<file path="src/hdl/fire_effect_heat_update_macros.svh">
// Assertion shorthands shared by the heat update RTL.
`ifndef FIRE_EFFECT_HEAT_UPDATE_MACROS_SVH
`define FIRE_EFFECT_HEAT_UPDATE_MACROS_SVH

// Condition that holds at every clock edge out of reset.
`define FEHU_CHECK(lbl, expr, msg) \
    lbl: assert property (@(posedge clk) disable iff (!rst_n) (expr)) else $error(msg);

// Same-cycle implication.
`define FEHU_IMPLIES(lbl, ante, cons, msg) \
    lbl: assert property (@(posedge clk) disable iff (!rst_n) (ante) |-> (cons)) \
        else $error(msg);

`endif

</file>
<file path="src/hdl/fehu_pkg.sv">
package fehu_pkg;

    // Field widths
    localparam int IDX_W     = 15;
    localparam int OFS_W     = 2;
    localparam int HEAT_W    = 6;
    localparam int COLOR_W   = 16;
    localparam int S_TDATA_W = 24;
    localparam int M_TDATA_W = 24;

    localparam logic [HEAT_W-1:0] HEAT_MAX = 6'd35;

    // Output queue sizing
    localparam int OUTQ_DEPTH = 4;
    localparam int OUTQ_PTR_W = 2;
    localparam int OUTQ_CNT_W = 3;

    typedef enum logic
    {
        MODE_SPREAD = 1'b0,
        MODE_READ   = 1'b1
    } mode_t;

    typedef enum logic
    {
        ST_CLEAR = 1'b0,
        ST_RUN   = 1'b1
    } state_t;

    typedef struct packed
    {
        logic                dropped;
        logic [COLOR_W-1:0]  color;
        logic [HEAT_W-1:0]   heat;
    } res_t;

    // Flame palette, RGB565 with bytes swapped; heat above the top saturates
    function automatic logic [COLOR_W-1:0] palette_color(input logic [HEAT_W-1:0] heat);
        logic [COLOR_W-1:0] c;
        case (heat)
            6'd0:    c = 16'h2000;
            6'd1:    c = 16'h2018;
            6'd2:    c = 16'h6028;
            6'd3:    c = 16'h6040;
            6'd4:    c = 16'ha050;
            6'd5:    c = 16'he060;
            6'd6:    c = 16'he070;
            6'd7:    c = 16'h2089;
            6'd8:    c = 16'h6099;
            6'd9:    c = 16'he0a9;
            6'd10:   c = 16'h20ba;
            6'd11:   c = 16'h20c2;
            6'd12:   c = 16'h60da;
            6'd13:   c = 16'ha0da;
            6'd14:   c = 16'ha0da;
            6'd15:   c = 16'he0d2;
            6'd16:   c = 16'h21d3;
            6'd17:   c = 16'h61cb;
            6'd18:   c = 16'ha1cb;
            6'd19:   c = 16'he1cb;
            6'd20:   c = 16'h22cc;
            6'd21:   c = 16'h22c4;
            6'd22:   c = 16'h62c4;
            6'd23:   c = 16'ha3c4;
            6'd24:   c = 16'he3bc;
            6'd25:   c = 16'he3bc;
            6'd26:   c = 16'h24bd;
            6'd27:   c = 16'h24bd;
            6'd28:   c = 16'h65bd;
            6'd29:   c = 16'h65b5;
            6'd30:   c = 16'ha5b5;
            6'd31:   c = 16'ha6b5;
            6'd32:   c = 16'h6dce;
            6'd33:   c = 16'hf3de;
            6'd34:   c = 16'h78ef;
            default: c = 16'hffff;
        endcase
        return c;
    endfunction

endpackage

</file>
<file path="src/hdl/fehu_outq.sv">
// Small result queue between the update stage and the output port
module fehu_outq (
    input  logic                            clk,
    input  logic                            rst_n,
    input  logic                            push,
    input  fehu_pkg::res_t                  push_data,
    input  logic                            pop,
    output logic                            valid,
    output fehu_pkg::res_t                  data,
    output logic [fehu_pkg::OUTQ_CNT_W-1:0] count
);

    fehu_pkg::res_t                  entry_reg [fehu_pkg::OUTQ_DEPTH];
    logic [fehu_pkg::OUTQ_PTR_W-1:0] wr_ptr_reg;
    logic [fehu_pkg::OUTQ_PTR_W-1:0] rd_ptr_reg;
    logic [fehu_pkg::OUTQ_CNT_W-1:0] count_reg;
    logic [fehu_pkg::OUTQ_CNT_W-1:0] count_next;
    logic                            do_pop;

    assign valid  = (count_reg != '0);
    assign do_pop = pop && valid;
    assign data   = entry_reg[rd_ptr_reg];
    assign count  = count_reg;

    // Occupancy
    always_comb
    begin
        count_next = count_reg;
        if (push && !do_pop)
        begin
            count_next = count_reg + 1'b1;
        end
        else if (!push && do_pop)
        begin
            count_next = count_reg - 1'b1;
        end
    end

    // Pointers and occupancy register
    always_ff @(posedge clk or negedge rst_n)
    begin
        if (!rst_n)
        begin
            wr_ptr_reg <= '0;
            rd_ptr_reg <= '0;
            count_reg  <= '0;
        end
        else
        begin
            if (push)
            begin
                wr_ptr_reg <= wr_ptr_reg + 1'b1;
            end
            if (do_pop)
            begin
                rd_ptr_reg <= rd_ptr_reg + 1'b1;
            end
            count_reg <= count_next;
        end
    end

    // Storage
    always_ff @(posedge clk)
    begin
        if (push)
        begin
            entry_reg[wr_ptr_reg] <= push_data;
        end
    end

endmodule

</file>
<file path="config.mk">
export PLATFORM = sky130hd
export DESIGN_NAME = fehu_outq
export DESIGN_NICKNAME = d
export VERILOG_FILES = /design/src/hdl/fire_effect_heat_update_macros.svh /design/src/hdl/fehu_pkg.sv /design/src/hdl/fehu_outq.sv
export SDC_FILE = /design/constraint.sdc
export NUM_CORES = 1
export LEC_CHECK = 0
export ABC_AREA = 1
export BUFFER_PORTS_ARGS = -buffer_cell sky130_fd_sc_hd__buf_2
export CORE_ASPECT_RATIO = 1.5
export CORE_MARGIN = 5
export CORE_UTILIZATION = 45
export CTS_CLUSTER_DIAMETER = 40
export DETAILED_ROUTE_END_ITERATION = 10
export SYNTH_ARGS = -nofsm -noshare
export SYNTH_HDL_FRONTEND = slang
export SYNTH_SLANG_ARGS = --single-unit
</file>
<file path="constraint.sdc">
create_clock -name clk -period 2.3 [get_ports clk]
set_clock_uncertainty 0.05 [all_clocks]
set_input_delay 0.23 -clock clk [delete_from_list [all_inputs] [get_ports clk]]
set_output_delay 0.23 -clock clk [all_outputs]
set_load 0.01 [all_outputs]
</file>
# == After elaboration in Yosys (flattened, before gate mapping) ==
# Memory sizes are Yosys's and may differ from the RTL's.
# Cells that the tools add are included.
# word_totals
ramBits,92
n_memories,1
out_inout_bits,27
elab_cells,19
ff_bits,7
inputBits,27
# op_classes
n_reduce_logical,7
mux,4
n_addsub,4
# mem_list
name,words,width,read_ports,rd_clocked_by_memory_dff,wr,line_no,rtl
entry_reg,4,23,1,0,1,fehu_outq.sv:13,fehu_pkg::res_t entry_reg [fehu_pkg::OUTQ_DEPTH];
# op_table
op,n
3-bit 2-to-1 mux,2
"2-bit by 1-bit adder with 2-bit output, second input constant",2
"3-bit by 1-bit adder with 3-bit output, second input constant",1
1-bit logical AND,3
3-bit nonzero test,1
"3-bit by 1-bit subtractor with 3-bit output, second input constant",1
1-bit zero test,2
1-bit 2-to-1 mux,2
2-bit nonzero test,1

# == Depth between registers and ports, before layout ==
# logic_depth
word_depth,5
ltp_mapped,11
mapped_depth_nobuf,11

# == Least setup slack after synthesis ==
# No wires, ideal clock.
# synth_path
kind,register to register
from,reg count_reg (netlist bit count[0])
to,reg count_reg (netlist bit count[2])
path_buffers,0
synth_period_minus_slack_ps,1791
stages_incl_launch_ff,11
setup_time_ps,117
arrival_ps,1624
path_slack_ps,509
cell_sequence,dfrtp_1 nor2_1 nand2_1 nand2_1 ha_1 inv_1 fa_1 nand2_1 nand3_1 nand2_1 nand2_1
# synth_between
elab_chain_len,5
elab_cells_between_ends,10
# synth_rtl
element,line_no,rtl
start: declaration,fehu_outq.sv:16,logic [fehu_pkg::OUTQ_CNT_W-1:0] count_reg;
start signal: assignment,fehu_outq.sv:58,count_reg <= count_next;
3-bit nonzero test (*),fehu_outq.sv:20,assign valid = (count_reg != '0);
net valid,fehu_outq.sv:8,"output logic valid,"
1-bit logical AND (*),fehu_outq.sv:21,assign do_pop = pop && valid;
1-bit zero test,fehu_outq.sv:29,if (push && !do_pop)
1-bit logical AND,fehu_outq.sv:29,
3-bit 2-to-1 mux or 2-bit nonzero test (tied branches),-,
# The timed path passes the listed nets; every way through them passes the cells marked *. The select of a mux whose other input is x is not followed.
# A chain may end at the register's enable or synchronous reset.

==> results_dict.tcl <==
set metrics [dict create \
    min_period_over_period_pct 82.7 \
    synthSimpleGateAreaFrac_pct 8.76 \
    grt_max_degree 93 \
    worst_slack_ns 0.397 \
    arrival_ns 1.62 \
    floorplan.rows 42 \
    clock_latency_ns 0.33 \
    synth_compound_area_share_pct 8.54 \
    synth_top_family_by_area "simple AND/OR/NAND/NOR gates" \
    root_buffer "clkbuf_16" \
    p_per_area_nw_per_um2 1230 \
    grt_setup_unrepaired "false" \
    drt_iter0_drc 130 \
    syn_area_sq_um 4100 \
    ys_types 18 \
    avgSynthCellArea_sq_um 12.7 \
    crit_required_ns 2.02 \
    yosysSeqAreaShare_pct 71.7 \
    tightest_slew_ns 0.367 \
    maxCapViolCount 0 \
    overflow 0 \
    post_cts_buffers 0 \
    die_x_microns 87.9 \
    fill_cells 754 \
    crit_path_start_kind "register" \
    reg2reg_depth 10 \
    setup_tns_ns 0 \
    antenna_found_initial 0 \
    status "finished, final reports clean" \
    start_util_pct 46.2 \
    clock_sinks 99 \
    final_core_util_pct 53.6 \
    largest_reg_flops 92 \
    relSlewSlack_pct 75.5 \
    first_pass_iters 4 \
    antenna_cells 0 \
    synthTopCellsByArea "edfxtp_1, o211ai_1, nand2_1" \
    reg2reg_setup_slack_ns 0.45 \
    layout_common_cells "edfxtp_1, nand2_1, inv_1" \
    wl_per_cell_microns 14.6 \
    pre_cts_ws_ns 0.456 \
    r2r_end "count[2]" \
    area_growth_pct 16.1 \
    drv_slew 0 \
    p_leak_nw 2.01 \
    io_pins 54 \
    ir_drop_v 0.000995 \
    grtUsageTotal_pct 14.4 \
    vias 2415 \
    min_path_type "in2reg" \
    hold_viol 0 \
    top_layer_used "met4" \
    portBuffers 53 \
    synth-xor-area-share_pct 0.427 \
    wl_met1_microns 2870 \
    core_area_sq_um 8880 \
    synth_nets 356 \
    post-dp-hpwl_microns 4640 \
    gp_congestion 0.702 \
    worst-path-max-fanout 92 \
    end_kind "primary output" \
    cts_buffers 9 \
    cts_buffer_depth 2 \
    synth.largest_area_cell "edfxtp_1" \
    dieHeight_microns 127 \
    die-area_sq_um 11200 \
    crit_path_max_incr_delay_ns 0.41 \
    grt_pass1_vias 2463 \
    drive_gt1_share_pct 18.5 \
    routed_wl_microns 7230 \
    layout_commonest_cell "edfxtp_1" \
    max_freq_mhz 525 \
    critPathKind "reg2out" \
    ys_ff_latch 99 \
    dpl_cell_area_sq_um 4500 \
    muxShareOfSynthArea_pct 0 \
    cts_tree "yes" \
    synth_adder_area_share_pct 2.01 \
    min_path_cells 1 \
    clk_pin_slew_worst_paths_ns 0.06 \
    via_per_inst 4.89 \
    finalSetupViolations 0 \
    dr_wl_met3_microns 385 \
    synth_top_area_share_pct 67.4 \
    regToRegStartpoint "count[0]" \
    layout_min_cycle_time_ns 1.90 \
    cts_resized 0 \
    ys_warn_count 0 \
    wl_met2_microns 3800 \
    hp-start "push_data[2]" \
    ctsHoldBuffers 1 \
    grt_pass1_wl_microns 12000 \
    worstHoldEndpoint "entry_reg[3][2]" \
    syn_inst 323 \
    fin_area_sq_um 4760 \
    drc 0 \
    cp_common_cell "nand2_1" \
    ant_nets 0 \
    htree_levels 3 \
    fin_nets 412 \
    crit_slowest_cell "dfrtp_1" \
    crit_chain "inv_2 > buf_12 > nand2_1 > o211ai_1 > nand2_1 > buf_2" \
]
metal layers:
| layer | track usage [%] | up-vias |
|---|---|---|
| met2 | 25.2 | 47 |
| met5 | 0 | - |
| met4 | 5.87 | 0 |
| met1 | 15.9 | 1137 |
| met3 | 4.15 | 14 |
| li1 | - | 1217 |
worst max-delay path: cells and delay by family (launching register included):
family	cells	cell delay (ns)
AO/OA/AOI/OAI	1	0.10
buffers and inverters	3	0.56
flip-flops	1	0.41
AND/OR/NAND/NOR	2	0.20
synthesized netlist by cell type (all sizes together):
cell    number
fa           1
nand4        1
nand3        3
xnor2        1
dfrtp        7
nand2       89
xor2         1
edfxtp      92
o21ai        1
nor2         1
ha           5
buf         13
clkbuf       3
inv         59
o211ai      46
cell type report:
cell class	count	area, sq um	share of cell area, %
well taps	110	138	2.89
repair buffers	61	403	8.46
clock inverters	5	20.0	0.420
inverters	59	221	4.65
multi-input cells	149	810	17.0
flip-flops and latches	99	2940	61.7
clock buffers	11	233	4.89
power breakdown:
group          switching [W]  internal (W)  total (W)
clock network       0.000570      0.000716    0.00129
logic                0.00131      0.000773    0.00209
registers           0.000122       0.00237    0.00249
total                0.00200       0.00386    0.00586
per-stage QoR:
| stage | hold WS [ns] | std cells | total power, W |
|---|---|---|---|
| floorplan | -0.116 | 323 | 0.00396 |
| detailed placement | 0.0264 | 477 | 0.00468 |
| CTS | 0.0464 | 494 | 0.00596 |
| global route | 0.0515 | 494 | 0.00628 |
| finish | 0.0573 | 494 | 0.00586 |
| global placement | 0.0254 | 477 | 0.00461 |
how the worst max path moves through the flow:
stage | slack, ns | to | from | depth (start not counted)
2_1_floorplan | 0.51 | count[2] | count[0] | 10
3_3_place_gp | 0.52 | count[2] | count[0] | 10
3_5_place_dp | 0.46 | count[2] | count[0] | 10
4_1_cts | 0.37 | data[15] | rd_ptr_reg[0] | 6
5_1_grt | 0.25 | data[0] | rd_ptr_reg[0] | 6
6_report | 0.40 | data[15] | rd_ptr_reg[0] | 6
cell families after synthesis:
group,after synthesis
and+or+nand+nor,94
AOI/OAI and AO/OA,47
DFF,99
adders and majority gates,6
buffers and inverters,75
xor gates and xnor gates,2
(Power assumes the default switching activity.)
